--- src/design/pc_parallel_port_controller_defines.svh ---
// ----------------------------------------------------------------------------
// Parallel port controller assertion macros
// Shared concurrent assertion forms, clocked on i_clk, off during reset.
// ----------------------------------------------------------------------------
`ifndef PC_PARALLEL_PORT_CONTROLLER_DEFINES_SVH
`define PC_PARALLEL_PORT_CONTROLLER_DEFINES_SVH

// Same-cycle implication.
`define PC_ASSERT_IMPL(label, ante, cons) \
    label: assert property (@(posedge i_clk) disable iff (!i_rst_n) (ante) |-> (cons)) \
        else $error("pc assertion failed");

// Next-cycle implication.
`define PC_ASSERT_NEXT(label, ante, cons) \
    label: assert property (@(posedge i_clk) disable iff (!i_rst_n) (ante) |=> (cons)) \
        else $error("pc assertion failed");

`endif

--- src/design/pc_pkg.sv ---
// ----------------------------------------------------------------------------
// Parallel port controller package
// Types, codes and constants shared by the controller modules.
// ----------------------------------------------------------------------------
package pc_pkg;

    localparam int NUM_PORTS_DEF = 4;
    localparam int CFG_W         = 3;

    localparam logic [7:0] STATUS_RST = 8'hC0;
    localparam logic [7:0] STATUS_INV = 8'hC0;
    localparam int         ACK_BIT    = 6;

    localparam logic [7:0] HI_PRIMARY   = 8'h03;
    localparam logic [7:0] HI_SECONDARY = 8'h02;
    localparam logic [5:0] LO_MONO      = 6'h2F;
    localparam logic [5:0] LO_STD       = 6'h1E;

    localparam logic [1:0] PORT_0 = 2'd0;
    localparam logic [1:0] PORT_1 = 2'd1;
    localparam logic [1:0] PORT_2 = 2'd2;

    localparam logic [1:0] OFS_DATA   = 2'd0;
    localparam logic [1:0] OFS_STATUS = 2'd1;
    localparam logic [1:0] OFS_CTRL   = 2'd2;

    typedef enum logic [1:0] {
        KIND_WRITE = 2'd0,
        KIND_READ  = 2'd1,
        KIND_TICK  = 2'd2
    } t_kind;

    typedef enum logic [2:0] {
        OP_NONE,
        OP_DATA_WR,
        OP_CTRL_WR,
        OP_DATA_RD,
        OP_STAT_RD,
        OP_CTRL_RD,
        OP_TICK
    } t_op;

    typedef struct packed {
        logic [1:0]  kind;
        logic [15:0] address;
        logic [7:0]  write_data;
        logic [1:0]  port_index;
        logic [7:0]  status_pins;
        logic [3:0]  control_pins;
    } t_req;

    typedef struct packed {
        logic       handled;
        logic [7:0] read_data;
        logic       data_out_valid;
        logic [7:0] data_out;
        logic       control_out_valid;
        logic [3:0] control_out;
        logic       irq_raise;
        logic       irq_lower;
        logic [1:0] irq_port;
    } t_rsp;

    typedef struct packed {
        logic       hit;
        logic [1:0] port;
        t_op        op;
    } t_dec;

    typedef struct packed {
        logic       sel;
        t_op        op;
        logic [7:0] wdata;
        logic [7:0] spins;
        logic [3:0] cpins;
    } t_unit_cmd;

    typedef struct packed {
        logic [7:0] read_data;
        logic       raise;
        logic       lower;
    } t_unit_rsp;

endpackage

--- src/design/pc_item_ifs.sv ---
// ----------------------------------------------------------------------------
// Parallel port controller channels
// Request and result item channels with valid/ready handshake.
// ----------------------------------------------------------------------------
interface pc_req_if;
    logic        valid;
    logic        ready;
    logic [1:0]  kind;
    logic [15:0] address;
    logic [7:0]  write_data;
    logic [1:0]  port_index;
    logic [7:0]  status_pins;
    logic [3:0]  control_pins;

    modport source (output valid, kind, address, write_data, port_index, status_pins,
                    control_pins, input ready);
    modport sink (input valid, kind, address, write_data, port_index, status_pins,
                  control_pins, output ready);
endinterface

interface pc_rsp_if;
    logic       valid;
    logic       ready;
    logic       handled;
    logic [7:0] read_data;
    logic       data_out_valid;
    logic [7:0] data_out;
    logic       control_out_valid;
    logic [3:0] control_out;
    logic       irq_raise;
    logic       irq_lower;
    logic [1:0] irq_port;

    modport source (output valid, handled, read_data, data_out_valid, data_out,
                    control_out_valid, control_out, irq_raise, irq_lower, irq_port,
                    input ready);
    modport sink (input valid, handled, read_data, data_out_valid, data_out,
                  control_out_valid, control_out, irq_raise, irq_lower, irq_port,
                  output ready);
endinterface

--- src/design/pc_addr_decode.sv ---
// ----------------------------------------------------------------------------
// Parallel port address decoder
// Maps an item to a present port and the register operation it performs.
// ----------------------------------------------------------------------------
module pc_addr_decode #(
    parameter int NUM_PORTS = pc_pkg::NUM_PORTS_DEF
) (
    input  pc_pkg::t_req              i_req,
    input  logic [pc_pkg::CFG_W-1:0]  i_num_ports,
    output pc_pkg::t_dec              o_dec
);

    logic [7:0]       hi;
    logic [5:0]       lo;
    logic [1:0]       offset;
    logic             addr_ok;
    logic [1:0]       addr_port;
    logic [1:0]       port;
    logic             present;
    pc_pkg::t_op      op;

    assign hi     = i_req.address[15:8];
    assign lo     = i_req.address[7:2];
    assign offset = i_req.address[1:0];

    always_comb begin
        addr_ok   = 1'b1;
        addr_port = pc_pkg::PORT_0;
        priority if (lo == pc_pkg::LO_MONO && hi == pc_pkg::HI_PRIMARY) begin
            addr_port = pc_pkg::PORT_2;
        end else if (lo == pc_pkg::LO_STD && hi == pc_pkg::HI_PRIMARY) begin
            addr_port = pc_pkg::PORT_0;
        end else if (lo == pc_pkg::LO_STD && hi == pc_pkg::HI_SECONDARY) begin
            addr_port = pc_pkg::PORT_1;
        end else begin
            addr_ok = 1'b0;
        end
    end

    always_comb begin
        op   = pc_pkg::OP_NONE;
        port = addr_port;
        unique case (pc_pkg::t_kind'(i_req.kind))
            pc_pkg::KIND_WRITE: begin
                if (addr_ok && offset == pc_pkg::OFS_DATA) begin
                    op = pc_pkg::OP_DATA_WR;
                end else if (addr_ok && offset == pc_pkg::OFS_CTRL) begin
                    op = pc_pkg::OP_CTRL_WR;
                end
            end
            pc_pkg::KIND_READ: begin
                if (addr_ok && offset == pc_pkg::OFS_DATA) begin
                    op = pc_pkg::OP_DATA_RD;
                end else if (addr_ok && offset == pc_pkg::OFS_STATUS) begin
                    op = pc_pkg::OP_STAT_RD;
                end else if (addr_ok && offset == pc_pkg::OFS_CTRL) begin
                    op = pc_pkg::OP_CTRL_RD;
                end
            end
            pc_pkg::KIND_TICK: begin
                op   = pc_pkg::OP_TICK;
                port = i_req.port_index;
            end
            default: begin
                op = pc_pkg::OP_NONE;
            end
        endcase
    end

    assign present = ({1'b0, port} < i_num_ports) &&
                     ({1'b0, port} < pc_pkg::CFG_W'(NUM_PORTS));

    always_comb begin
        o_dec.hit  = present && (op != pc_pkg::OP_NONE);
        o_dec.port = port;
        o_dec.op   = o_dec.hit ? op : pc_pkg::OP_NONE;
    end

endmodule

--- src/design/pc_port_unit.sv ---
// ----------------------------------------------------------------------------
// Parallel port register cell
// Data latch, control bits, IRQ enable and state, and status of one port.
// ----------------------------------------------------------------------------
module pc_port_unit (
    input  logic                  i_clk,
    input  logic                  i_rst_n,
    input  logic                  i_en,
    input  pc_pkg::t_unit_cmd     i_cmd,
    output pc_pkg::t_unit_rsp     o_rsp
);

    logic [7:0] r_data,   n_data;
    logic [1:0] r_ctrl,   n_ctrl;
    logic       r_irq_en, n_irq_en;
    logic [1:0] r_irq_st, n_irq_st;
    logic [7:0] r_status, n_status;

    logic [7:0] now;
    logic       ack_fall;
    logic       ack_rise;
    logic [1:0] smp_st;
    logic       smp_lower;

    always_ff @(posedge i_clk) begin
        if (!i_rst_n) begin
            r_data   <= '0;
            r_ctrl   <= '0;
            r_irq_en <= 1'b0;
            r_irq_st <= '0;
            r_status <= pc_pkg::STATUS_RST;
        end else if (i_en) begin
            r_data   <= n_data;
            r_ctrl   <= n_ctrl;
            r_irq_en <= n_irq_en;
            r_irq_st <= n_irq_st;
            r_status <= n_status;
        end
    end

    assign now      = i_cmd.spins ^ pc_pkg::STATUS_INV;
    assign ack_fall = r_status[pc_pkg::ACK_BIT] && !now[pc_pkg::ACK_BIT];
    assign ack_rise = !r_status[pc_pkg::ACK_BIT] && now[pc_pkg::ACK_BIT];

    always_comb begin
        smp_st    = r_irq_st;
        smp_lower = 1'b0;
        priority if (ack_fall && r_irq_en) begin
            smp_st = r_irq_st | 2'b01;
        end else if (ack_rise || (!r_irq_en && r_irq_st != 2'b00)) begin
            smp_lower = r_irq_st[1];
            smp_st    = 2'b00;
        end else begin
            smp_st = r_irq_st;
        end
    end

    always_comb begin
        n_data   = r_data;
        n_ctrl   = r_ctrl;
        n_irq_en = r_irq_en;
        n_irq_st = r_irq_st;
        n_status = r_status;
        o_rsp    = '0;
        if (i_cmd.sel) begin
            unique case (i_cmd.op)
                pc_pkg::OP_DATA_WR: begin
                    n_data = i_cmd.wdata;
                end
                pc_pkg::OP_CTRL_WR: begin
                    n_status    = now;
                    n_irq_st    = smp_st;
                    o_rsp.lower = smp_lower;
                    n_ctrl      = i_cmd.wdata[5:4];
                    n_irq_en    = i_cmd.wdata[4];
                end
                pc_pkg::OP_TICK: begin
                    n_status    = now;
                    o_rsp.lower = smp_lower;
                    if (r_irq_en && smp_st == 2'b01) begin
                        o_rsp.raise = 1'b1;
                        n_irq_st    = 2'b11;
                    end else begin
                        n_irq_st = smp_st;
                    end
                end
                pc_pkg::OP_DATA_RD: begin
                    o_rsp.read_data = r_data;
                end
                pc_pkg::OP_STAT_RD: begin
                    o_rsp.read_data = {r_status[7:3], ~r_irq_st[1], r_status[1:0]};
                end
                pc_pkg::OP_CTRL_RD: begin
                    o_rsp.read_data = {2'b00, r_ctrl, ~i_cmd.cpins};
                end
                default: begin
                    o_rsp = '0;
                end
            endcase
        end
    end

endmodule

--- src/design/pc_parallel_port_controller.sv ---
// ----------------------------------------------------------------------------
// Parallel port controller
// Up to four parallel port cells, ports 0 to 2 at 0x378, 0x278 and 0x3BC, with IRQ logic.
// ----------------------------------------------------------------------------
// The block accepts one item per clock unless a stalled result holds it, and
// returns one result item for each: an input register holds the item, the
// address decoder and the selected port cell work on it in one pass, and the
// result register presents the outcome. A stalled result holds the pipeline,
// and the input register keeps taking items as long as the result register
// drains. Write num_ports only while no item is in flight.
`include "pc_parallel_port_controller_defines.svh"

module pc_parallel_port_controller #(
    parameter int NUM_PORTS = pc_pkg::NUM_PORTS_DEF
) (
    input  logic                       i_clk,
    input  logic                       i_rst_n,
    pc_req_if.sink                     i_req,
    pc_rsp_if.source                   o_rsp,
    input  logic                       i_cfg_we,
    input  logic [pc_pkg::CFG_W-1:0]   i_cfg_wdata
);

    logic                      r_req_vld;
    pc_pkg::t_req              r_req;
    logic                      r_rsp_vld;
    pc_pkg::t_rsp              r_rsp, n_rsp;
    logic [pc_pkg::CFG_W-1:0]  r_num_ports;

    logic                      advance;
    pc_pkg::t_dec              dec;
    pc_pkg::t_unit_cmd         cmd [NUM_PORTS];
    pc_pkg::t_unit_rsp         unit_rsp [NUM_PORTS];
    pc_pkg::t_unit_rsp         merged;

    assign advance     = r_req_vld && (!r_rsp_vld || o_rsp.ready);
    assign i_req.ready = !r_req_vld || advance;

    always_ff @(posedge i_clk) begin
        if (!i_rst_n) begin
            r_num_ports <= '0;
        end else if (i_cfg_we) begin
            r_num_ports <= i_cfg_wdata;
        end
    end

    always_ff @(posedge i_clk) begin
        if (!i_rst_n) begin
            r_req_vld <= 1'b0;
        end else if (i_req.ready) begin
            r_req_vld <= i_req.valid;
        end
    end

    always_ff @(posedge i_clk) begin
        if (i_req.valid && i_req.ready) begin
            r_req.kind         <= i_req.kind;
            r_req.address      <= i_req.address;
            r_req.write_data   <= i_req.write_data;
            r_req.port_index   <= i_req.port_index;
            r_req.status_pins  <= i_req.status_pins;
            r_req.control_pins <= i_req.control_pins;
        end
    end

    pc_addr_decode #(
        .NUM_PORTS (NUM_PORTS)
    ) u_decode (
        .i_req       (r_req),
        .i_num_ports (r_num_ports),
        .o_dec       (dec)
    );

    for (genvar g = 0; g < NUM_PORTS; g++) begin : g_port
        always_comb begin
            cmd[g].sel   = dec.hit && (dec.port == 2'(g));
            cmd[g].op    = dec.op;
            cmd[g].wdata = r_req.write_data;
            cmd[g].spins = r_req.status_pins;
            cmd[g].cpins = r_req.control_pins;
        end

        pc_port_unit u_port (
            .i_clk   (i_clk),
            .i_rst_n (i_rst_n),
            .i_en    (advance),
            .i_cmd   (cmd[g]),
            .o_rsp   (unit_rsp[g])
        );
    end

    always_comb begin
        merged = '0;
        for (int k = 0; k < NUM_PORTS; k++) begin
            merged = merged | unit_rsp[k];
        end
    end

    always_comb begin
        n_rsp                   = '0;
        n_rsp.handled           = dec.hit;
        n_rsp.read_data         = merged.read_data;
        n_rsp.irq_raise         = merged.raise;
        n_rsp.irq_lower         = merged.lower;
        n_rsp.irq_port          = dec.hit ? dec.port : 2'd0;
        n_rsp.data_out_valid    = (dec.op == pc_pkg::OP_DATA_WR);
        n_rsp.data_out          = (dec.op == pc_pkg::OP_DATA_WR) ? r_req.write_data : 8'd0;
        n_rsp.control_out_valid = (dec.op == pc_pkg::OP_CTRL_WR);
        n_rsp.control_out       = (dec.op == pc_pkg::OP_CTRL_WR) ?
                                  ~r_req.write_data[3:0] : 4'd0;
    end

    always_ff @(posedge i_clk) begin
        if (!i_rst_n) begin
            r_rsp_vld <= 1'b0;
        end else if (advance) begin
            r_rsp_vld <= 1'b1;
        end else if (o_rsp.ready) begin
            r_rsp_vld <= 1'b0;
        end
    end

    always_ff @(posedge i_clk) begin
        if (advance) begin
            r_rsp <= n_rsp;
        end
    end

    assign o_rsp.valid             = r_rsp_vld;
    assign o_rsp.handled           = r_rsp.handled;
    assign o_rsp.read_data         = r_rsp.read_data;
    assign o_rsp.data_out_valid    = r_rsp.data_out_valid;
    assign o_rsp.data_out          = r_rsp.data_out;
    assign o_rsp.control_out_valid = r_rsp.control_out_valid;
    assign o_rsp.control_out       = r_rsp.control_out;
    assign o_rsp.irq_raise         = r_rsp.irq_raise;
    assign o_rsp.irq_lower         = r_rsp.irq_lower;
    assign o_rsp.irq_port          = r_rsp.irq_port;

    `PC_ASSERT_NEXT(a_advance_fills_rsp, advance, r_rsp_vld)
    `PC_ASSERT_IMPL(a_irq_exclusive, r_rsp_vld, !(r_rsp.irq_raise && r_rsp.irq_lower))
    `PC_ASSERT_IMPL(a_pins_need_handled,
        r_rsp_vld && (r_rsp.data_out_valid || r_rsp.control_out_valid), r_rsp.handled)
    `PC_ASSERT_IMPL(a_unhandled_quiet, r_rsp_vld && !r_rsp.handled,
        r_rsp.read_data == 8'd0 && r_rsp.irq_port == 2'd0 && !r_rsp.irq_raise)

endmodule

--- src/flat_wrapper.sv ---
// flat-port wrapper written by rule: the top's interface ports become plain ports
module pc_parallel_port_controller_flat 
#(
    parameter int NUM_PORTS = pc_pkg::NUM_PORTS_DEF
)
  (i_clk, i_rst_n, i_cfg_we, i_cfg_wdata, i_req_valid, i_req_kind, i_req_address, i_req_write_data, i_req_port_index, i_req_status_pins, i_req_control_pins, i_req_ready, o_rsp_valid, o_rsp_handled, o_rsp_read_data, o_rsp_data_out_valid, o_rsp_data_out, o_rsp_control_out_valid, o_rsp_control_out, o_rsp_irq_raise, o_rsp_irq_lower, o_rsp_irq_port, o_rsp_ready);
  pc_req_if i_req_i ();
  pc_rsp_if o_rsp_i ();
  input  logic i_clk;
  input  logic i_rst_n;
  input  logic i_cfg_we;
  input  logic [pc_pkg::CFG_W-1:0] i_cfg_wdata;
  input wire logic [$bits(i_req_i.valid)-1:0] i_req_valid;
  input wire logic [$bits(i_req_i.kind)-1:0] i_req_kind;
  input wire logic [$bits(i_req_i.address)-1:0] i_req_address;
  input wire logic [$bits(i_req_i.write_data)-1:0] i_req_write_data;
  input wire logic [$bits(i_req_i.port_index)-1:0] i_req_port_index;
  input wire logic [$bits(i_req_i.status_pins)-1:0] i_req_status_pins;
  input wire logic [$bits(i_req_i.control_pins)-1:0] i_req_control_pins;
  output wire logic [$bits(i_req_i.ready)-1:0] i_req_ready;
  output wire logic [$bits(o_rsp_i.valid)-1:0] o_rsp_valid;
  output wire logic [$bits(o_rsp_i.handled)-1:0] o_rsp_handled;
  output wire logic [$bits(o_rsp_i.read_data)-1:0] o_rsp_read_data;
  output wire logic [$bits(o_rsp_i.data_out_valid)-1:0] o_rsp_data_out_valid;
  output wire logic [$bits(o_rsp_i.data_out)-1:0] o_rsp_data_out;
  output wire logic [$bits(o_rsp_i.control_out_valid)-1:0] o_rsp_control_out_valid;
  output wire logic [$bits(o_rsp_i.control_out)-1:0] o_rsp_control_out;
  output wire logic [$bits(o_rsp_i.irq_raise)-1:0] o_rsp_irq_raise;
  output wire logic [$bits(o_rsp_i.irq_lower)-1:0] o_rsp_irq_lower;
  output wire logic [$bits(o_rsp_i.irq_port)-1:0] o_rsp_irq_port;
  input wire logic [$bits(o_rsp_i.ready)-1:0] o_rsp_ready;
  assign i_req_i.valid = i_req_valid;
  assign i_req_i.kind = i_req_kind;
  assign i_req_i.address = i_req_address;
  assign i_req_i.write_data = i_req_write_data;
  assign i_req_i.port_index = i_req_port_index;
  assign i_req_i.status_pins = i_req_status_pins;
  assign i_req_i.control_pins = i_req_control_pins;
  assign i_req_ready = i_req_i.ready;
  assign o_rsp_valid = o_rsp_i.valid;
  assign o_rsp_handled = o_rsp_i.handled;
  assign o_rsp_read_data = o_rsp_i.read_data;
  assign o_rsp_data_out_valid = o_rsp_i.data_out_valid;
  assign o_rsp_data_out = o_rsp_i.data_out;
  assign o_rsp_control_out_valid = o_rsp_i.control_out_valid;
  assign o_rsp_control_out = o_rsp_i.control_out;
  assign o_rsp_irq_raise = o_rsp_i.irq_raise;
  assign o_rsp_irq_lower = o_rsp_i.irq_lower;
  assign o_rsp_irq_port = o_rsp_i.irq_port;
  assign o_rsp_i.ready = o_rsp_ready;
  pc_parallel_port_controller #(.NUM_PORTS(NUM_PORTS)) u_core (.i_clk(i_clk), .i_rst_n(i_rst_n), .i_req(i_req_i), .o_rsp(o_rsp_i), .i_cfg_we(i_cfg_we), .i_cfg_wdata(i_cfg_wdata));
endmodule
--- config.mk ---
export PLATFORM = sky130hd
export DESIGN_NAME = pc_parallel_port_controller_flat
export DESIGN_NICKNAME = d
export VERILOG_FILES = /design/src/design/pc_pkg.sv /design/src/design/pc_item_ifs.sv /design/src/design/pc_addr_decode.sv /design/src/design/pc_port_unit.sv /design/src/design/pc_parallel_port_controller.sv /design/src/flat_wrapper.sv
export VERILOG_INCLUDE_DIRS = /design/src /design/src/design
export SDC_FILE = /design/constraint.sdc
export NUM_CORES = 1
export LEC_CHECK = 0
export BUFFER_PORTS_ARGS = -buffer_cell sky130_fd_sc_hd__buf_2
export CORE_ASPECT_RATIO = 1.5
export CORE_MARGIN = 2
export CORE_UTILIZATION = 43
export DETAILED_ROUTE_END_ITERATION = 16
export PLACE_DENSITY = 0.65
export SLEW_MARGIN = 20
export SYNTH_ARGS = -nofsm -noshare
export SYNTH_HDL_FRONTEND = slang
export SYNTH_SLANG_ARGS = --single-unit
--- constraint.sdc ---
create_clock -name i_clk -period 4 [get_ports i_clk]
set_input_delay 0.2 -clock i_clk [delete_from_list [all_inputs] [get_ports i_clk]]
set_output_delay 0.2 -clock i_clk [all_outputs]
set_load 0.01 [all_outputs]
Yosys cells after proc, flatten, opt, wreduce, memory -nomap -nowiden

Index checks and enable logic that the tools add are counted.

Register bits after elaboration: 156
Bits in latches: 0
Bits in writable memories: 0
Bits in read-only memories: 0
Input port bits: 48
Output and inout port bits: 29
Logic and storage cells: 207
Memories kept: 0

Add/subtract/negate cells: 0
Multipliers: 0
Div/mod/pow operators: 0
Order comparisons: 1
Equal/unequal tests: 21
Shift operators: 0
Mux-type cells: 60
Bitwise operators: 10
Reductions and logical operators: 77

Operators with widths:

| kind                 | count |
|---|---|
| $pmux W8 S3          | 4 |
| $reduce_and A3 Y1    | 16 |
| $mux W10             | 4 |
| $logic_and A1 B1 Y1  | 33 |
| $mux W2              | 16 |
| $or A10 B10 Y10      | 3 |
| $mux W1              | 27 |
| $eq A8 B2 Y1 const B | 2 |
| $pmux W2 S2          | 4 |
| $eq A2 B1 Y1 const B | 7 |
| $mux W3              | 4 |
| $reduce_bool A2 Y1   | 6 |
| $logic_not A1 Y1     | 11 |
| $eq A3 B3 Y1 const B | 3 |
| $pmux W3 S3          | 1 |
| $eq A2 B2 Y1 const B | 4 |
| $not A4 Y4           | 2 |
| $eq A3 B2 Y1 const B | 2 |
| $eq A6 B5 Y1 const B | 1 |
| $eq A6 B6 Y1 const B | 1 |
| $logic_not A2 Y1     | 3 |
| $logic_or A1 B1 Y1   | 6 |
| $not A1 Y1           | 4 |
| $eq A3 B1 Y1 const B | 1 |
| 4 further kinds      | 4 |

Longest topological paths before layout

Word-level depth: 20
Depth in mapped cells: 14
Mapped depth without buffers: 11

Cells and area by module

From an unflattened synthesis, not the netlist that was laid out.

Cell total of the unflattened synthesis: 645
Area total of the unflattened synthesis: 6827.8 um2

By module, submodules not included:

| module                      | instances | cells an instance | area an instance (um2) |
|---|---|---|---|
| pc_port_unit                | 4         | 123               | 1036.0 |
| pc_parallel_port_controller | 1         | 116               | 2417.3 |
| pc_addr_decode              | 1         | 37                | 266.5 |

Least setup slack after synthesis

No wires, ideal clock.

Path type: register to register
Start point: reg u_core.r_req[36] (netlist bit)
End point: reg u_core.r_rsp (netlist bit u_core.o_rsp.read_data[2]), data pin
Data arrival time: 2.939 ns
Required time: 3.838 ns
Setup slack: 0.899 ns
Stages on the path, launching flop included: 13
Buffers on the path: 1
Clock period less this slack: 3.101 ns
Cells stage by stage: edfxtp_1 nor4b_4 nand2_1 o31ai_1 ha_1 o21bai_1 a41oi_2 or4_1 a211oi_2 buf_2 a22oi_1 o22a_1 o2111ai_1

RTL lines:

| what                 | RTL line                           | RTL |
|---|---|---|
| from (decl)          | pc_parallel_port_controller.sv:25  | `pc_pkg::t_req r_req;` |
| to (signal assigned) | pc_parallel_port_controller.sv:125 | `r_rsp <= n_rsp;` |
| to (decl)            | pc_parallel_port_controller.sv:27  | `pc_pkg::t_rsp r_rsp, n_rsp;` |

==> impl_metrics.py <==
metrics = {
    "floorplan": {
        "dieArea_mm2": 0.01462,
        "num_rows": 52,
        "core_area_mm2": 0.01340,
        "pin_count": 77,
        "die_w_um": 99.39,
        "dieHeight_um": 147.1,
        "start_util_pct": 43.79,
    },
    "synth": {
        "synth_edf_count": 66,
        "ys_seq_area_share_pct": 58.32,
        "ys_ff_latch": 138,
        "synthesis.nets": 551,
        "synth_cell_types": 59,
        "async_flop_share_pct": 0,
        "yosys_warnings": 0,
        "syn_area_mm2": 0.005869,
        "synth_area_per_cell_um2": 11.69,
        "netlist_instances": 502,
        "ys.flop_type": "dfxtp_1",
    },
    "routing": {
        "drt-initial-drc-count": 269,
        "drt-total-wl_um": 13940,
        "drtPass1Iterations": 5,
        "drc": 0,
        "top_layer": "met4",
        "wl_met2_um": 7540,
        "num_vias": 4351,
        "routed-wl-met3_um": 472,
        "m1WireLength_um": 5742,
        "vias_per_cell": 5.515,
        "ant_nets": 0,
        "wl_per_cell_um": 17.67,
    },
    "timing": {
        "finalCritPeriodShare_pct": 92.02,
        "grt_setup_unrepaired": "false",
        "hold_violations": 0,
        "tightest_slew_ns": 0.9981,
        "setup_viol": 0,
        "fin_tns_setup_ns": 0,
        "finalCriticalPeriod_ns": 3.681,
        "fin_skew_ns": 0.01027,
        "slew_headroom_pct": 33.46,
        "fin_hold_ws_ns": 0.04062,
        "clock.fmax_mhz": 271.7,
        "slew_violations": 0,
    },
    "cts": {
        "clockRootBuffer": "clkbuf_16",
        "cts-resized-gates": 0,
        "clock-sinks": 138,
        "clk_pin_slew_ns": 0.06,
        "clock_latency_ns": 0.42,
        "cts_buffers": 17,
        "cts_tree": "built",
        "htreeDepth": 4,
        "clockBufferDepth": 2,
    },
    "outcome": {
        "status": "completed",
    },
    "global_route": {
        "grt_max_degree": 43,
        "grt_pass1_wl_um": 22130,
        "antenna_found_initial": 0,
        "grt.overflow.total": 0,
        "grt_pass1_vias": 4365,
        "grt_use_total_pct": 19.53,
    },
    "critical_path": {
        "cp_data_arrival_time_ns": 3.93,
        "crit_fanout": 8,
        "cp_cell_sequence": "nor4b_4, nand2_1, o31ai_1, ha_1, o21bai_1, a41o_1, a21oi_2, or4_1, nor3_2, a22oi_1, o2111ai_1",
        "critPathTopFamily": "simple AND/OR/NAND/NOR gates",
        "cp.required_ns": 4.25,
        "slowest_delay_ns": 0.70,
        "crit_buf_inv": 0,
        "start_kind": "flip-flop",
        "critPathSlowestCell": "or4_1",
        "end_kind": "flip-flop",
        "worstSetupPathType": "flip-flop to flip-flop",
    },
    "power_and_ir_drop": {
        "p_leak_nw": 2.981,
        "power_density_mw_per_mm2": 436.7,
        "peakVddDrop_uv": 209.5,
        "p_total_mw": 3.212,
    },
    "layout": {
        "multi_input_area_mm2": 0.002280,
        "syn2layout_area_growth_pct": 25.30,
        "diodes": 0,
        "seq_area_mm2": 0.003423,
        "drive_above_1_share_pct": 21.05,
        "n_fill_cell": 1138,
        "layout.cells.most_common_list": "buf_2, dfxtp_1, edfxtp_1",
        "final_common_cell": "buf_2",
        "fin_nets": 663,
    },
    "flow_run": {
        "cap_violations": 0,
    },
    "placement": {
        "port_buffers": 75,
        "hpwl_um": 9519,
        "place_congestion": 0.8458,
    },
    "worst_hold_path": {
        "hp-class": "primary input to flip-flop",
    },
}
flip-flops by register name, summed over array words and instances, names as in the netlist, 2 cells and up:
register	count
u_core.cmd	19
u_core.g_port.u_port.r_ctrl	7
u_core.g_port.u_port.r_data	30
u_core.g_port.u_port.r_irq_st	8
u_core.g_port.u_port.r_status	22
u_core.o_rsp.control_out	4
u_core.o_rsp.data_out	8
u_core.o_rsp.irq_port	2
u_core.o_rsp.read_data	8
u_core.r_num_ports	3
u_core.r_req	20
worst register-to-register path: stages, from the launching register on:
cell,delay (ns)
edfxtp_1,0.41
nor4b_4,0.39
nand2_1,0.13
o31ai_1,0.29
ha_1,0.30
o21bai_1,0.25
a41o_1,0.17
a21oi_2,0.08
or4_1,0.70
nor3_2,0.49
a22oi_1,0.18
o2111ai_1,0.13
per-stage QoR:
step	setup WS, ns	utilization [%]	std cells	instance area, um^2
final	0.3193	54.87	789	7355
after global routing	0.04868	54.87	789	7355
after CTS	0.3402	54.87	789	7355
after detailed placement	0.3677	47.79	718	6405
after global placement	0.4431	47.79	718	6405
after floorplan	0.8986	-	502	5869
per-layer routing:
metal | GRT usage, % | vias to the layer above
li1 | - | 2109
met1 | 22.63 | 2127
met2 | 35.03 | 101
met3 | 3.806 | 14
met4 | 7.671 | 0
met5 | 0 | -
timing repair:
action,CTS,global route
endpoints found under the hold margin,39,0
hold buffers,39,0
buffers inserted,0,0
layout make-up:
class,count,area share [%]
multi-input combinational,321,31.00
clock inverter,14,1.633
clock buffer,18,5.971
sequential,138,46.55
inverter,11,0.5614
tap,162,2.756
timing repair buffer,125,11.53
worst paths after layout:
check	startpoint	end	slack (ns)	depth (start not counted)
setup reg to reg	u_core.r_req[36]$_DFFE_PP_	u_core.o_rsp.read_data[2]$_DFFE_PP_	0.32	11
setup / recovery	u_core.r_req[36]$_DFFE_PP_	u_core.o_rsp.read_data[2]$_DFFE_PP_	0.32	11
hold reg to reg	u_core.g_port[3].u_port.r_data[1]$_SDFFE_PN0P_	u_core.g_port[3].u_port.r_data[1]$_SDFFE_PN0P_	0.47	1
hold / removal	i_req_valid	u_core.r_req_vld$_SDFFE_PN0N_	0.04	3
cell families after synthesis:
family,synth area share (%)
AOI/OAI and AO/OA,11.96
muxes,8.548
DFF,58.32
adders and majority gates,0.7248
buffers and inverters,2.984
and+or+nand+nor,17.46
power by group:
part	internal, mW	switching, mW	total (mW)
Sequential	1.52	0.0311	1.55
Clock	0.871	0.613	1.48
Combinational	0.0817	0.0908	0.172
Yosys cell counts, drive strengths merged, types with 9 or more instances:
library cell   n  area [um^2]
nand3         19        105.1
a22o          10        87.58
a32oi          9        78.83
and2          18        112.6
buf           10        51.29
o211ai         9        67.56
edfxtp        66         1982
a22oi         12        90.09
nand2         35        131.4
dfxtp         72         1441
a21oi         13        68.82
mux2i         49        490.5
clkbuf        22        82.58
o21ai         11        55.05
nor2b         49        306.5
inv           11        41.29
Note: power is estimated with default switching activity, not from simulation.
